==> src/ps2mt_pkg.sv <==
// Shared constants, codes and types of the PS/2 mouse packet tracker.
package ps2mt_pkg;

   // Position width and ring depth.
   localparam int COORD_BITS  = 12;
   localparam int QUEUE_DEPTH = 32;

   // Depth of the command queue between the front and the back.
   localparam int CMDQ_DEPTH = 2;

   // Configuration port.
   localparam int CSR_INDEX_BITS = 2;
   localparam int CSR_DATA_BITS  = 12;

   localparam logic [CSR_INDEX_BITS-1:0] CSR_ENABLED = 2'd0;
   localparam logic [CSR_INDEX_BITS-1:0] CSR_MAX_X   = 2'd1;
   localparam logic [CSR_INDEX_BITS-1:0] CSR_MAX_Y   = 2'd2;

   // Reset values of the limits and of the position.
   localparam logic [COORD_BITS-1:0] MAX_X_RESET = COORD_BITS'(1023);
   localparam logic [COORD_BITS-1:0] MAX_Y_RESET = COORD_BITS'(767);
   localparam logic [COORD_BITS-1:0] POS_X_RESET = COORD_BITS'(512);
   localparam logic [COORD_BITS-1:0] POS_Y_RESET = COORD_BITS'(384);

   // Request kinds.
   localparam logic REQ_BYTE = 1'b0;
   localparam logic REQ_POP  = 1'b1;

   // Status byte bits.
   localparam int STATUS_SYNC_BIT  = 3;
   localparam int STATUS_X_OVF_BIT = 6;
   localparam int STATUS_Y_OVF_BIT = 7;

   // One queued event: dy, dx, status from high to low.
   localparam int EVENT_BITS = 24;

   typedef logic [7:0] byte_type;

   typedef enum logic [1:0] {
      OP_NOP  = 2'd0,
      OP_POP  = 2'd1,
      OP_PUSH = 2'd2
   } op_type;

   typedef struct packed {
      op_type   op;
      byte_type status;
      byte_type dx;
      byte_type dy;
   } cmd_type;

   typedef struct packed {
      logic                  enabled;
      logic [COORD_BITS-1:0] max_x;
      logic [COORD_BITS-1:0] max_y;
   } cfg_type;

endpackage

==> src/ps2mt_req_if.sv <==
// Request channel: a controller byte or a pop request.
interface ps2mt_req_if;
   logic       valid;
   logic       ready;
   logic       req_type;
   logic       from_aux;
   logic [7:0] data_byte;

   modport source (output valid, req_type, from_aux, data_byte, input ready);
   modport sink   (input valid, req_type, from_aux, data_byte, output ready);
endinterface

==> src/ps2mt_rsp_if.sv <==
// Response channel: position, queue status and the popped event.
interface ps2mt_rsp_if;
   logic                              valid;
   logic                              ready;
   logic [ps2mt_pkg::COORD_BITS-1:0]  pos_x;
   logic [ps2mt_pkg::COORD_BITS-1:0]  pos_y;
   logic                              has_event;
   logic                              event_valid;
   logic [7:0]                        event_status;
   logic signed [7:0]                 event_dx;
   logic signed [7:0]                 event_dy;

   modport source (output valid, pos_x, pos_y, has_event, event_valid, event_status,
                   event_dx, event_dy, input ready);
   modport sink   (input valid, pos_x, pos_y, has_event, event_valid, event_status,
                   event_dx, event_dy, output ready);
endinterface

==> src/ps2_mouse_packet_tracker.sv <==
// Top level of the PS/2 mouse packet tracker.
//
// The tracker takes one request beat per cycle while ready is high: a byte
// read from the PS/2 controller or a request to pop one queued mouse event,
// and returns exactly one response beat per request, in order. Aux bytes are
// put together into three-byte packets (status, dx, dy) while the enabled
// register is set; a first byte without bit 3 set is discarded, and a packet
// with an overflow bit in its status is dropped. A good packet adds dx to and
// subtracts dy from the absolute position, which is clamped to zero and to
// max_x and max_y, and is then stored in an event ring of QUEUE_DEPTH slots
// that holds QUEUE_DEPTH-1 events; when the ring is full the packet still
// moves the position but is not stored. Each response carries the position,
// whether the ring holds an event, and the popped event, which reads as zero
// when nothing was popped. The front end decodes request beats into commands
// and passes them through a two-entry command queue to the back end, which
// owns the position, the ring pointers, the event RAM and the response
// register. The sustained rate is one request per cycle while the response
// side keeps ready high; each request passes through the command queue and
// the response register, and a stalled response side backs up into the
// command queue before the request side sees ready drop. The event RAM
// needs no clearing after reset: only entries that were written are ever
// read. Configuration registers are written through csr_we, csr_index and
// csr_wdata and should only change while no request is in flight.
module ps2_mouse_packet_tracker #(
   parameter int QUEUE_DEPTH = ps2mt_pkg::QUEUE_DEPTH
) (
   input  logic                                 clock,
   input  logic                                 reset,
   ps2mt_req_if.sink                            req_chan,
   ps2mt_rsp_if.source                          rsp_chan,
   input  logic                                 csr_we,
   input  logic [ps2mt_pkg::CSR_INDEX_BITS-1:0] csr_index,
   input  logic [ps2mt_pkg::CSR_DATA_BITS-1:0]  csr_wdata
);

   localparam int CW = ps2mt_pkg::COORD_BITS;

   ps2mt_pkg::cfg_type cfg_ff, cfg_in;
   ps2mt_pkg::cmd_type front_cmd, back_cmd;
   logic               front_valid, front_ready;
   logic               back_valid, back_ready;

   // Configuration registers. Writes to an index beyond the list are ignored.
   always_comb begin
      cfg_in = cfg_ff;
      if (csr_we) begin
         case (csr_index)
            ps2mt_pkg::CSR_ENABLED: cfg_in.enabled = csr_wdata[0];
            ps2mt_pkg::CSR_MAX_X:   cfg_in.max_x   = csr_wdata[CW-1:0];
            ps2mt_pkg::CSR_MAX_Y:   cfg_in.max_y   = csr_wdata[CW-1:0];
            default: begin
            end
         endcase
      end
   end

   always_ff @(posedge clock) begin
      if (reset) begin
         cfg_ff.enabled <= 1'b0;
         cfg_ff.max_x   <= ps2mt_pkg::MAX_X_RESET;
         cfg_ff.max_y   <= ps2mt_pkg::MAX_Y_RESET;
      end else begin
         cfg_ff <= cfg_in;
      end
   end

   // The front end keeps the packet assembly state and turns every request
   // beat into a command: no-op, pop or push.
   ps2mt_front u_front (
      .clock     (clock),
      .reset     (reset),
      .enabled   (cfg_ff.enabled),
      .req_chan  (req_chan),
      .cmd_valid (front_valid),
      .cmd_ready (front_ready),
      .cmd       (front_cmd)
   );

   ps2mt_cmd_fifo u_cmd_fifo (
      .clock      (clock),
      .reset      (reset),
      .push_valid (front_valid),
      .push_ready (front_ready),
      .push_cmd   (front_cmd),
      .pop_valid  (back_valid),
      .pop_ready  (back_ready),
      .pop_cmd    (back_cmd)
   );

   // The back end executes one command per cycle whenever its response
   // register is free or being emptied.
   ps2mt_back #(
      .QUEUE_DEPTH (QUEUE_DEPTH)
   ) u_back (
      .clock     (clock),
      .reset     (reset),
      .cfg       (cfg_ff),
      .cmd_valid (back_valid),
      .cmd_ready (back_ready),
      .cmd       (back_cmd),
      .rsp_chan  (rsp_chan)
   );

endmodule

==> src/ps2mt_ram.sv <==
// Generic single-write, single-read RAM with registered read data.
module ps2mt_ram #(
   parameter int WIDTH = 8,
   parameter int DEPTH = 32
) (
   input  logic                     clock,
   input  logic                     wr_en,
   input  logic [$clog2(DEPTH)-1:0] wr_addr,
   input  logic [WIDTH-1:0]         wr_data,
   input  logic                     rd_en,
   input  logic [$clog2(DEPTH)-1:0] rd_addr,
   output logic [WIDTH-1:0]         rd_data
);

   logic [WIDTH-1:0] mem_ff [DEPTH];
   logic [WIDTH-1:0] rd_data_ff;

   always_ff @(posedge clock) begin
      if (wr_en) begin
         mem_ff[wr_addr] <= wr_data;
      end
      if (rd_en) begin
         rd_data_ff <= mem_ff[rd_addr];
      end
   end

   assign rd_data = rd_data_ff;

endmodule

==> src/ps2mt_front.sv <==
// Front end: accepts request beats, assembles packets and issues commands.
module ps2mt_front (
   input  logic                clock,
   input  logic                reset,
   input  logic                enabled,
   ps2mt_req_if.sink           req_chan,
   output logic                cmd_valid,
   input  logic                cmd_ready,
   output ps2mt_pkg::cmd_type  cmd
);

   localparam logic [1:0] BYTE_STATUS = 2'd0;
   localparam logic [1:0] BYTE_DX     = 2'd1;
   localparam logic [1:0] BYTE_DY     = 2'd2;

   logic [1:0]          byte_index_ff, byte_index_in;
   ps2mt_pkg::byte_type held_status_ff, held_status_in;
   ps2mt_pkg::byte_type held_dx_ff, held_dx_in;
   logic                accept;

   assign req_chan.ready = cmd_ready;
   assign cmd_valid      = req_chan.valid;
   assign accept         = req_chan.valid && cmd_ready;

   always_comb begin
      byte_index_in  = byte_index_ff;
      held_status_in = held_status_ff;
      held_dx_in     = held_dx_ff;
      cmd.op         = ps2mt_pkg::OP_NOP;
      cmd.status     = held_status_ff;
      cmd.dx         = held_dx_ff;
      cmd.dy         = req_chan.data_byte;

      if (req_chan.req_type == ps2mt_pkg::REQ_POP) begin
         cmd.op = ps2mt_pkg::OP_POP;
      end else if (req_chan.from_aux && enabled && accept) begin
         case (byte_index_ff)
            BYTE_STATUS: begin
               // A first byte without the sync bit is thrown away.
               if (req_chan.data_byte[ps2mt_pkg::STATUS_SYNC_BIT]) begin
                  held_status_in = req_chan.data_byte;
                  byte_index_in  = BYTE_DX;
               end
            end
            BYTE_DX: begin
               held_dx_in    = req_chan.data_byte;
               byte_index_in = BYTE_DY;
            end
            default: begin
               byte_index_in = BYTE_STATUS;
               if (!held_status_ff[ps2mt_pkg::STATUS_X_OVF_BIT] &&
                   !held_status_ff[ps2mt_pkg::STATUS_Y_OVF_BIT]) begin
                  cmd.op = ps2mt_pkg::OP_PUSH;
               end
            end
         endcase
      end
   end

   always_ff @(posedge clock) begin
      if (reset) begin
         byte_index_ff  <= BYTE_STATUS;
         held_status_ff <= '0;
         held_dx_ff     <= '0;
      end else if (accept) begin
         byte_index_ff  <= byte_index_in;
         held_status_ff <= held_status_in;
         held_dx_ff     <= held_dx_in;
      end
   end

endmodule

==> src/ps2mt_cmd_fifo.sv <==
// Short command queue between the front end and the back end.
module ps2mt_cmd_fifo (
   input  logic                clock,
   input  logic                reset,
   input  logic                push_valid,
   output logic                push_ready,
   input  ps2mt_pkg::cmd_type  push_cmd,
   output logic                pop_valid,
   input  logic                pop_ready,
   output ps2mt_pkg::cmd_type  pop_cmd
);

   localparam int DEPTH = ps2mt_pkg::CMDQ_DEPTH;
   localparam int PTR_W = (DEPTH > 1) ? $clog2(DEPTH) : 1;
   localparam int CNT_W = $clog2(DEPTH + 1);
   localparam logic [PTR_W-1:0] LAST_PTR = PTR_W'(DEPTH - 1);
   localparam logic [CNT_W-1:0] FULL_CNT = CNT_W'(DEPTH);

   ps2mt_pkg::cmd_type entry_ff [DEPTH];
   logic [PTR_W-1:0]   wr_ptr_ff, wr_ptr_in;
   logic [PTR_W-1:0]   rd_ptr_ff, rd_ptr_in;
   logic [CNT_W-1:0]   count_ff, count_in;
   logic               do_push, do_pop;

   assign push_ready = (count_ff != FULL_CNT);
   assign pop_valid  = (count_ff != '0);
   assign pop_cmd    = entry_ff[rd_ptr_ff];
   assign do_push    = push_valid && push_ready;
   assign do_pop     = pop_valid && pop_ready;

   always_comb begin
      wr_ptr_in = wr_ptr_ff;
      rd_ptr_in = rd_ptr_ff;
      count_in  = count_ff;
      if (do_push) begin
         wr_ptr_in = (wr_ptr_ff == LAST_PTR) ? '0 : wr_ptr_ff + PTR_W'(1);
      end
      if (do_pop) begin
         rd_ptr_in = (rd_ptr_ff == LAST_PTR) ? '0 : rd_ptr_ff + PTR_W'(1);
      end
      if (do_push && !do_pop) begin
         count_in = count_ff + CNT_W'(1);
      end else if (do_pop && !do_push) begin
         count_in = count_ff - CNT_W'(1);
      end
   end

   always_ff @(posedge clock) begin
      if (reset) begin
         wr_ptr_ff <= '0;
         rd_ptr_ff <= '0;
         count_ff  <= '0;
      end else begin
         wr_ptr_ff <= wr_ptr_in;
         rd_ptr_ff <= rd_ptr_in;
         count_ff  <= count_in;
      end
   end

   always_ff @(posedge clock) begin
      if (do_push) begin
         entry_ff[wr_ptr_ff] <= push_cmd;
      end
   end

endmodule

==> src/ps2mt_back.sv <==
// Back end: moves the position, runs the event ring and holds the response.
module ps2mt_back #(
   parameter int QUEUE_DEPTH = ps2mt_pkg::QUEUE_DEPTH
) (
   input  logic                clock,
   input  logic                reset,
   input  ps2mt_pkg::cfg_type  cfg,
   input  logic                cmd_valid,
   output logic                cmd_ready,
   input  ps2mt_pkg::cmd_type  cmd,
   ps2mt_rsp_if.source         rsp_chan
);

   localparam int CW    = ps2mt_pkg::COORD_BITS;
   localparam int SW    = CW + 2;
   localparam int SEXT  = SW - 8;
   localparam int PTR_W = $clog2(QUEUE_DEPTH);
   localparam int EW    = ps2mt_pkg::EVENT_BITS;
   localparam logic [PTR_W-1:0] LAST_PTR = PTR_W'(QUEUE_DEPTH - 1);

   function automatic logic [CW-1:0] clamp_coord(input logic signed [SW-1:0] v,
                                                 input logic [CW-1:0]        maxv);
      if (v[SW-1]) begin
         return '0;
      end else if (v[CW:0] > {1'b0, maxv}) begin
         return maxv;
      end else begin
         return v[CW-1:0];
      end
   endfunction

   logic [CW-1:0]    cur_x_ff, cur_x_in;
   logic [CW-1:0]    cur_y_ff, cur_y_in;
   logic [PTR_W-1:0] wr_ptr_ff, wr_ptr_in;
   logic [PTR_W-1:0] rd_ptr_ff, rd_ptr_in;
   logic             out_valid_ff, out_valid_in;
   logic             ev_valid_ff, ev_valid_in;
   logic [PTR_W-1:0] wr_next, rd_next;
   logic signed [SW-1:0] sum_x, sum_y;
   logic             fire, ram_wr_en, ram_rd_en;
   logic [EW-1:0]    ram_rd_data;

   assign cmd_ready = !out_valid_ff || rsp_chan.ready;
   assign fire      = cmd_valid && cmd_ready;

   assign wr_next = (wr_ptr_ff == LAST_PTR) ? '0 : wr_ptr_ff + PTR_W'(1);
   assign rd_next = (rd_ptr_ff == LAST_PTR) ? '0 : rd_ptr_ff + PTR_W'(1);

   assign sum_x = $signed({2'b00, cur_x_ff}) + $signed({{SEXT{cmd.dx[7]}}, cmd.dx});
   assign sum_y = $signed({2'b00, cur_y_ff}) - $signed({{SEXT{cmd.dy[7]}}, cmd.dy});

   assign ram_wr_en = fire && (cmd.op == ps2mt_pkg::OP_PUSH) && (wr_next != rd_ptr_ff);
   assign ram_rd_en = fire && (cmd.op == ps2mt_pkg::OP_POP) && (wr_ptr_ff != rd_ptr_ff);

   always_comb begin
      cur_x_in     = cur_x_ff;
      cur_y_in     = cur_y_ff;
      wr_ptr_in    = wr_ptr_ff;
      rd_ptr_in    = rd_ptr_ff;
      out_valid_in = out_valid_ff && !rsp_chan.ready;
      ev_valid_in  = ev_valid_ff;
      if (fire) begin
         out_valid_in = 1'b1;
         ev_valid_in  = ram_rd_en;
         case (cmd.op)
            ps2mt_pkg::OP_PUSH: begin
               cur_x_in = clamp_coord(sum_x, cfg.max_x);
               cur_y_in = clamp_coord(sum_y, cfg.max_y);
               if (ram_wr_en) begin
                  wr_ptr_in = wr_next;
               end
            end
            ps2mt_pkg::OP_POP: begin
               if (ram_rd_en) begin
                  rd_ptr_in = rd_next;
               end
            end
            default: begin
            end
         endcase
      end
   end

   always_ff @(posedge clock) begin
      if (reset) begin
         cur_x_ff     <= ps2mt_pkg::POS_X_RESET;
         cur_y_ff     <= ps2mt_pkg::POS_Y_RESET;
         wr_ptr_ff    <= '0;
         rd_ptr_ff    <= '0;
         out_valid_ff <= 1'b0;
         ev_valid_ff  <= 1'b0;
      end else begin
         cur_x_ff     <= cur_x_in;
         cur_y_ff     <= cur_y_in;
         wr_ptr_ff    <= wr_ptr_in;
         rd_ptr_ff    <= rd_ptr_in;
         out_valid_ff <= out_valid_in;
         ev_valid_ff  <= ev_valid_in;
      end
   end

   ps2mt_ram #(
      .WIDTH (EW),
      .DEPTH (QUEUE_DEPTH)
   ) u_event_ram (
      .clock   (clock),
      .wr_en   (ram_wr_en),
      .wr_addr (wr_ptr_ff),
      .wr_data ({cmd.dy, cmd.dx, cmd.status}),
      .rd_en   (ram_rd_en),
      .rd_addr (rd_ptr_ff),
      .rd_data (ram_rd_data)
   );

   // Position and pointers only move when a new response is loaded, so they
   // describe the response that is on display.
   assign rsp_chan.valid        = out_valid_ff;
   assign rsp_chan.pos_x        = cur_x_ff;
   assign rsp_chan.pos_y        = cur_y_ff;
   assign rsp_chan.has_event    = (wr_ptr_ff != rd_ptr_ff);
   assign rsp_chan.event_valid  = ev_valid_ff;
   assign rsp_chan.event_status = ev_valid_ff ? ram_rd_data[7:0] : 8'h00;
   assign rsp_chan.event_dx     = ev_valid_ff ? $signed(ram_rd_data[15:8]) : 8'sh00;
   assign rsp_chan.event_dy     = ev_valid_ff ? $signed(ram_rd_data[23:16]) : 8'sh00;

endmodule

==> src/flat_wrapper.sv <==
// flat-port wrapper written by rule: the top's interface ports become plain ports
module ps2_mouse_packet_tracker_flat 
#(
   parameter int QUEUE_DEPTH = ps2mt_pkg::QUEUE_DEPTH
)
  (clock, reset, csr_we, csr_index, csr_wdata, req_chan_valid, req_chan_req_type, req_chan_from_aux, req_chan_data_byte, req_chan_ready, rsp_chan_valid, rsp_chan_pos_x, rsp_chan_pos_y, rsp_chan_has_event, rsp_chan_event_valid, rsp_chan_event_status, rsp_chan_event_dx, rsp_chan_event_dy, rsp_chan_ready);
  ps2mt_req_if req_chan_i ();
  ps2mt_rsp_if rsp_chan_i ();
  input  logic clock;
  input  logic reset;
  input  logic csr_we;
  input  logic [ps2mt_pkg::CSR_INDEX_BITS-1:0] csr_index;
  input  logic [ps2mt_pkg::CSR_DATA_BITS-1:0] csr_wdata;
  input wire logic [$bits(req_chan_i.valid)-1:0] req_chan_valid;
  input wire logic [$bits(req_chan_i.req_type)-1:0] req_chan_req_type;
  input wire logic [$bits(req_chan_i.from_aux)-1:0] req_chan_from_aux;
  input wire logic [$bits(req_chan_i.data_byte)-1:0] req_chan_data_byte;
  output wire logic [$bits(req_chan_i.ready)-1:0] req_chan_ready;
  output wire logic [$bits(rsp_chan_i.valid)-1:0] rsp_chan_valid;
  output wire logic [$bits(rsp_chan_i.pos_x)-1:0] rsp_chan_pos_x;
  output wire logic [$bits(rsp_chan_i.pos_y)-1:0] rsp_chan_pos_y;
  output wire logic [$bits(rsp_chan_i.has_event)-1:0] rsp_chan_has_event;
  output wire logic [$bits(rsp_chan_i.event_valid)-1:0] rsp_chan_event_valid;
  output wire logic [$bits(rsp_chan_i.event_status)-1:0] rsp_chan_event_status;
  output wire logic [$bits(rsp_chan_i.event_dx)-1:0] rsp_chan_event_dx;
  output wire logic [$bits(rsp_chan_i.event_dy)-1:0] rsp_chan_event_dy;
  input wire logic [$bits(rsp_chan_i.ready)-1:0] rsp_chan_ready;
  assign req_chan_i.valid = req_chan_valid;
  assign req_chan_i.req_type = req_chan_req_type;
  assign req_chan_i.from_aux = req_chan_from_aux;
  assign req_chan_i.data_byte = req_chan_data_byte;
  assign req_chan_ready = req_chan_i.ready;
  assign rsp_chan_valid = rsp_chan_i.valid;
  assign rsp_chan_pos_x = rsp_chan_i.pos_x;
  assign rsp_chan_pos_y = rsp_chan_i.pos_y;
  assign rsp_chan_has_event = rsp_chan_i.has_event;
  assign rsp_chan_event_valid = rsp_chan_i.event_valid;
  assign rsp_chan_event_status = rsp_chan_i.event_status;
  assign rsp_chan_event_dx = rsp_chan_i.event_dx;
  assign rsp_chan_event_dy = rsp_chan_i.event_dy;
  assign rsp_chan_i.ready = rsp_chan_ready;
  ps2_mouse_packet_tracker #(.QUEUE_DEPTH(QUEUE_DEPTH)) u_core (.clock(clock), .reset(reset), .req_chan(req_chan_i), .rsp_chan(rsp_chan_i), .csr_we(csr_we), .csr_index(csr_index), .csr_wdata(csr_wdata));
endmodule
==> config.mk <==
export PLATFORM = sky130hd
export DESIGN_NAME = ps2_mouse_packet_tracker_flat
export DESIGN_NICKNAME = d
export VERILOG_FILES = /design/src/ps2mt_pkg.sv /design/src/ps2mt_req_if.sv /design/src/ps2mt_rsp_if.sv /design/src/ps2_mouse_packet_tracker.sv /design/src/ps2mt_ram.sv /design/src/ps2mt_front.sv /design/src/ps2mt_cmd_fifo.sv /design/src/ps2mt_back.sv /design/src/flat_wrapper.sv
export SDC_FILE = /design/constraint.sdc
export NUM_CORES = 1
export LEC_CHECK = 0
export BUFFER_PORTS_ARGS = -buffer_cell sky130_fd_sc_hd__buf_2
export CAP_MARGIN = 0
export CORE_MARGIN = 8
export CORE_UTILIZATION = 42
export CTS_BUF_LIST = sky130_fd_sc_hd__clkbuf_4 sky130_fd_sc_hd__clkbuf_8
export CTS_CLUSTER_DIAMETER = 30
export DETAILED_ROUTE_END_ITERATION = 10
export PLACE_DENSITY_LB_ADDON = 0.25
export SLEW_MARGIN = 20
export SYNTH_ARGS = -nofsm -noshare
export SYNTH_HDL_FRONTEND = slang
export SYNTH_SLANG_ARGS = --single-unit
==> constraint.sdc <==
create_clock -name clock -period 8.85 [get_ports clock]
set_input_delay 0.885 -clock clock [delete_from_list [all_inputs] [get_ports clock]]
set_output_delay 0.885 -clock clock [all_outputs]
set_load 0.005 [all_outputs]
==> results of run 1 <==
## power by group through the flow
| stage | registers, mW | clock network [mW] | logic [mW] |
|---|---|---|---|
| global placement | 5.40 | 0 | 1.49 |
| detailed placement | 5.41 | 0 | 1.55 |
| global route | 5.33 | 5.22 | 1.72 |
| finish | 5.32 | 4.92 | 1.56 |
| CTS | 5.32 | 5.01 | 1.56 |
| floorplan | 5.38 | 0 | 1.08 |
## kinds of logic after synthesis
family / share of synthesized area, %
muxes: 17.1
AOI/OAI and AO/OA: 2.44
and+or+nand+nor: 3.51
xor gates and xnor gates: 0.775
buffers and inverters: 1.59
DFF: 72.5
adders and majority gates: 2.09
## worst max-delay path, stage by stage, from the launching register on
cell,delay [ns]
dfxtp_1,0.34
buf_4,0.37
mux2_2,0.63
ha_1,0.32
fa_1,0.41
nand2b_1,0.18
a21oi_1,0.28
o211ai_1,0.17
nand2b_1,0.10
a21oi_1,0.08
xnor2_1,0.16
ha_1,0.34
nand3_1,0.10
o22ai_1,0.19
nor3_1,0.07
o22ai_1,0.20
nor2_1,0.08
mux2i_2,0.84
mux2i_1,0.27
o21ai_1,0.09
## cell type report
cell class              count  area [um^2]  area share (%)
flip-flops and latches    928        27000            61.9
multi-input cells         843         9910            22.7
clock buffers             229         2880            6.59
well taps                1165         1460            3.34
clock inverters           112         1390            3.19
repair buffers            129          768            1.76
inverters                  53          199           0.456
diodes                      2         5.00          0.0115
## sequential cells by signal (all words and copies together) (netlist names), 8 cells and up, named ones only
signal / cells
u_core.u_back.u_event_ram.mem_ff: 768
u_core.u_cmd_fifo.entry_ff: 52
u_core.u_front.held_dx_ff: 8
u_core.u_back.rsp_chan.pos_y: 12
u_core.u_front.held_status_ff: 8
u_core.u_back.rsp_chan.pos_x: 12
u_core.u_back.u_event_ram.rd_data: 24
u_core.cfg_ff: 25
## stage by stage
stage / worst slack (ns) / hold slack, ns
floorplan: 4.47 / 0.425
global placement: 3.66 / 0.435
detailed placement: 3.58 / 0.444
CTS: 3.54 / 0.236
global route: 2.93 / 0.277
finish: 3.47 / 0.324
## Yosys cell counts (all sizes together), types with 2 or more instances
| library cell | number | area share, % |
|---|---|---|
| nor3 | 8 | 0.11 |
| o21a | 6 | 0.12 |
| nand2b | 9 | 0.15 |
| inv | 53 | 0.53 |
| clkbuf | 40 | 0.41 |
| xor2 | 7 | 0.16 |
| nor2 | 98 | 0.99 |
| and3 | 5 | 0.084 |
| or2 | 5 | 0.084 |
| or3 | 7 | 0.13 |
| nand3b | 16 | 0.32 |
| a21oi | 45 | 0.62 |
| and2 | 25 | 0.42 |
| buf | 48 | 0.65 |
| edfxtp | 844 | 68 |
| o211ai | 4 | 0.081 |
| o22ai | 3 | 0.050 |
| mux4 | 240 | 14 |
| o31a | 3 | 0.070 |
| a211o | 9 | 0.21 |
| nand2 | 75 | 0.76 |
| o32ai | 3 | 0.070 |
| fa | 2 | 0.11 |
| o41ai | 2 | 0.067 |
| o21ai | 40 | 0.55 |
| dfxtp | 84 | 4.5 |
| o21bai | 5 | 0.10 |
| a21o | 8 | 0.16 |
| nand3 | 9 | 0.12 |
| mux2 | 40 | 1.2 |
| nand4 | 5 | 0.084 |
| a31oi | 2 | 0.034 |
| mux2i | 52 | 1.4 |
| nor4 | 3 | 0.050 |
| ha | 59 | 2.0 |
| xnor2 | 26 | 0.61 |
| nor2b | 5 | 0.084 |
## placed cells by master (no fill, tap or decap), types with 5 or more instances in the layout
master / n
edfxtp_1: 844
mux4_2: 240
clkbuf_8: 185
buf_2: 80
dfxtp_1: 79
nand2_1: 75
nor2_1: 66
ha_1: 59
inv_1: 52
mux2i_1: 50
buf_4: 49
clkbuf_4: 44
a21oi_1: 43
mux2_2: 40
nor2_4: 32
clkinv_1: 30
bufinv_16: 28
o21ai_1: 26
xnor2_1: 26
clkinv_2: 26
and2_1: 24
nand3b_1: 16
o21ai_0: 13
clkinvlp_4: 10
nand2b_1: 9
nand3_1: 9
a211o_1: 9
nor3_1: 8
a21o_1: 8
xor2_1: 7
o21a_1: 6
or3_1: 6
nand4_1: 5
o21bai_1: 5
and3_1: 5
## layer usage
metal / up-vias / track usage (%) / wire length [um]
li1: 8234 / - / -
met1: 10083 / 25.1 / 38500
met2: 799 / 30.3 / 44700
met3: 140 / 4.62 / 7570
met4: 2 / 6.57 / 2200
met5: - / 0 / 10
## how the worst max path moves through the flow
stage          from                                           end  cells past startpoint
3_5_place_dp   flop  u_core.u_back.rsp_chan.pos_y[3]$_SDFFE_PP0P_                     19
6_report       flop  u_core.u_back.rsp_chan.pos_y[8]$_SDFFE_PP1P_                     19
5_1_grt        flop  u_core.u_back.rsp_chan.pos_y[6]$_SDFFE_PP0P_                     19
4_1_cts        flop  u_core.u_back.rsp_chan.pos_y[8]$_SDFFE_PP1P_                     19
2_1_floorplan  flop  u_core.u_back.rsp_chan.pos_y[7]$_SDFFE_PP1P_                     21
3_3_place_gp   flop  u_core.u_back.rsp_chan.pos_y[9]$_SDFFE_PP0P_                     19
==> results.txt, run 1 <==
Final hold vios: 0
Cells after synthesis: 1,912
Die width: 314 um
Worst Setup End Kind: flop
Final instance area: 43,700 um^2
Root Buffer: clkbuf_8
Total Die Area: 98,600 um^2
Setup tns final: 0 ns
Vias/cell: 5.56
Detailed-route wire length: 93,000 um
Hold path cells: 2
PortBufs: 80
Sw Ratio: 25.5%
CP required: 9.50 ns
CTS Sinks: 928
Remaining antenna violation count after routing: 0
Cell Rows: 109
Sw Pwr: 3.01 mW
Arrival time at the worst endpoint: 6.04 ns
DRC Markers: 0
Maximum VDD drop: 0.188 mV
GRT Residual Overflow: 0
WL per Instance: 26.9 um
RD Place Congestion: 0.834
P&R area growth vs syn: 17.1%
Slew HR: 25.2%
DP Cell Count: 3,118
Post-CTS Resized: 0
Critical Path Fanout Max: 33
Worst hold endpoint: u_core.cfg_ff[19]$_SDFFE_PP1P_
Yosys warnings: 0
CTS Hold Bufs: 0
Clk_skew: 0.0509 ns
First-pass DRT Iterations: 5
Initial antenna violation count: 8
Area after DPL: 39,400 um^2
Initial Util: 42.3%
TritonCTS Buffers: 183
Final Cycle Share: 60.8%
Final setup fails: 0
First-pass GRT wire length: 135,000 um
Max Slew Vio Count: 0
Post-layout min period: 5.38 ns
Core ar.: 88,200 um^2
Gr usage total: 18.9%
Number of global-route vias before repair: 20,538
Clock Tree Buf Depth: 3
Reg clk slew, reported paths: 0.05 ns
HPWL Detailed: 51,700 um
Internal Power: 8.79 mW
TritonCTS clock tree: done
Outcome: completed
Via count: 19,258
Net count after synthesis: 2,002
Synth cell types: 66
Final #Nets: 2,228
Post-synth EDFFs: 844
Worst-skew pair later-pin latency: 0.84 ns
Slew @ Worst Pin: 1.12 ns
Highest clock rate: 0.186 GHz
# fillers: 7,163
Post-synthesis cell area: 37,300 um^2
Worst R2R Path Depth: 19
Critical path class: reg -> reg
IO Count: 81
Layout cells sized above 1: 33.7%
H-Tree Depth: 4
Final non-filler cell total: 3,461
Leak Pwr: 14.5 nW
Pwr/cell area: 270 nW/um^2
Seq cells post-synth: 928
HP Start: csr_wdata[7]
Path category of the worst min-delay check: in -> reg
Combinational Power Share: 13.2%
Post-layout utilization of the core: 49.5%
Sequential fraction of the synthesis area: 72.5%
Critical Path Start Type: flop
Critical R2R Capture: u_core.u_back.rsp_chan.pos_y[8]$_SDFFE_PP1P_
Die Y: 314 um
Initial DRC count: 1,885
R2R Setup Slk: 3.47 ns
Clock share of power: 41.7%
Postcts setup bufs: 0
RSZ-0062 raised after global routing: false
Avg Inst Size Synth: 19.5 um^2
Largest net degree at the start of global routing: 70
Register share of total power: 45.1%
Total power: 11.8 mW
Post-synth top flop: edfxtp_1
Max_cap viols: 0
Synth async-reset ratio: 0%
Note: power is estimated with default switching activity, not from simulation.
==> run 2, diff against run 1 <==
clock period = 5.17 ns   (was 8.85 ns; I/O delays follow)
==> run 2 against run 1 <==
Net effect:
- worst setup slack got worse by 3.0 ns
- clock skew grew 0.011 ns
- critical path type unchanged
- count of clock-buffer cells in the layout decreased by 1
- non-clock buffer count increased by 33
- flip-flop and latch count unchanged
- wire length is 2.3% lower
- largest power group unchanged
==> results.txt, run 2 (synthesis gave the netlist of run 1 again) <==
Layout cells sized above 1: 33.1%
H-Tree Depth: 4
Total Die Area: 98,600 um^2
IO Count: 81
Final non-filler cell total: 3,484
Initial DRC count: 1,851
First-pass DRT Iterations: 9
First-pass GRT wire length: 134,000 um
HPWL Detailed: 51,700 um
Commonest non-fill, non-tap cells in the layout: edfxtp_1 (844), mux4_2 (240), clkbuf_8 (180)
Outcome: completed
Vias/cell: 5.53
Final #Nets: 2,257
Maximum VDD drop: 0.279 mV
Slew @ Worst Pin: 1.08 ns
Pwr/cell area: 455 nW/um^2
WL per Instance: 26.1 um
Max FFs per register: 768
Leak Pwr: 14.6 nW
P&R area growth vs syn: 17.5%
Core ar.: 88,200 um^2
Most common cell after layout, fill and taps aside: edfxtp_1
RD Place Congestion: 0.843
Initial antenna violation count: 5
Clk_skew: 0.0617 ns
Die Y: 314 um
Clock Tree Buf Depth: 3
Gr usage total: 18.5%
CTS Sinks: 928
Largest reg by FF count: u_core.u_back.u_event_ram.mem_ff
Max_cap viols: 0
Detailed-route wire length: 90,900 um
Largest net degree at the start of global routing: 111
DRC Markers: 0
Number of global-route vias before repair: 20,281
Critical path class: reg -> reg
Remaining antenna violation count after routing: 0
Root Buffer: clkbuf_8
PortBufs: 80
Via count: 19,273
Worst-skew pair later-pin latency: 0.83 ns
GRT Residual Overflow: 0
# fillers: 7,160
Path category of the worst min-delay check: in -> reg
Reg clk slew, reported paths: 0.06 ns
Max Slew Vio Count: 0
RSZ-0062 raised after global routing: false
Die width: 314 um
Final Cycle Share: 90.9%
Critical Path Start Type: flop
Cell Rows: 109
Setup tns final: 0 ns
Highest clock rate: 0.213 GHz
TritonCTS clock tree: done
CP required: 5.87 ns
Arrival time at the worst endpoint: 5.40 ns
Critical Path Fanout Max: 13
Biggest regs: u_core.u_back.u_event_ram.mem_ff x768, u_core.u_cmd_fifo.entry_ff x52, u_core.cfg_ff x25
TritonCTS Buffers: 179
Slew HR: 28.0%
Final hold vios: 0
DP Cell Count: 3,129
Final setup fails: 0
Post-layout min period: 4.70 ns
Worst Setup End Kind: flop
Initial Util: 42.3%
[run 2: worst max-delay path: stages (launching register included)]
cell      delay, ns
dfxtp_1        0.73
mux2_2         0.44
ha_1           0.22
inv_1          0.07
fa_1           0.21
nor2b_1        0.07
o31a_1         0.29
o41ai_2        0.35
o22ai_1        0.20
nor2_1         0.15
xnor2_1        0.11
ha_1           0.31
a21o_1         0.12
a21oi_1        0.09
a21oi_1        0.20
a21boi_0       0.16
mux2i_4        0.51
mux2i_1        0.28
o21ai_1        0.07
[run 2: layout make-up]
| type | instances | area [um^2] | share of cell area (%) |
|---|---|---|---|
| Sequential cell | 928 | 27000 | 61.7 |
| Timing Repair Buffer | 162 | 1150 | 2.62 |
| Tap cell | 1165 | 1460 | 3.33 |
| Inverter | 53 | 199 | 0.454 |
| Multi-Input combinational cell | 843 | 9920 | 22.6 |
| Clock buffer | 228 | 2840 | 6.48 |
| Antenna cell | 1 | 2.50 | 0.00571 |
| Clock inverter | 104 | 1210 | 2.77 |
[run 2: final timing paths]
| path | from | end | slack [ns] | cells past startpoint |
|---|---|---|---|---|
| max | flop | u_core.u_back.rsp_chan.pos_x[6]$_SDFFE_PP0P_ | 0.47 | 18 |
| min | csr_we | u_core.cfg_ff[12]$_SDFFE_PP1P_ | 0.13 | 4 |
| max reg2reg | flop | u_core.u_back.rsp_chan.pos_x[6]$_SDFFE_PP0P_ | 0.47 | 18 |
| min reg2reg | u_core.u_front.held_status_ff[2]$_SDFFE_PP0P_ | u_core.u_cmd_fifo.entry_ff[0][18]$_DFFE_PP_ | 0.45 | 0 |
[run 2: layer usage]
metal | GRT usage [%] | share of wire (%) | vias up
li1 | - | - | 8289
met2 | 29.8 | 48 | 703
met4 | 5.44 | 2.1 | 4
met1 | 25.0 | 43 | 10124
met3 | 4.50 | 7.1 | 153
met5 | 0 | 0.030 | -
[run 2: metrics by stage]
| stage | hold slack, ns | power, mW | util, % | setup WS [ns] | instance area [um^2] |
|---|---|---|---|---|---|
| floorplan | 0.425 | 11.1 | - | 0.785 | 37300 |
| global placement | 0.431 | 11.9 | 44.8 | 0.362 | 39500 |
| detailed placement | 0.450 | 12.0 | 44.8 | 0.262 | 39500 |
| CTS | 0.0453 | 20.1 | 49.6 | 0.251 | 43800 |
| global route | 0.115 | 20.7 | 49.7 | 0.0850 | 43800 |
| finish | 0.125 | 19.9 | 49.7 | 0.471 | 43800 |
[run 2: power by group]
part | leakage (nW) | switching, mW | internal, mW
sequential | 8.33 | 0.113 | 9.01
combinational | 4.18 | 1.80 | 0.946
clock | 2.09 | 3.23 | 4.83
total | 14.6 | 5.14 | 14.8
[run 2: what timing repair did]
action	4_1_cts	5_1_grt
endpoints found under the setup margin	0	12
setup buffers	0	0
endpoints found under the hold margin	50	0
hold buffers	22	0
gates resized for setup	0	1
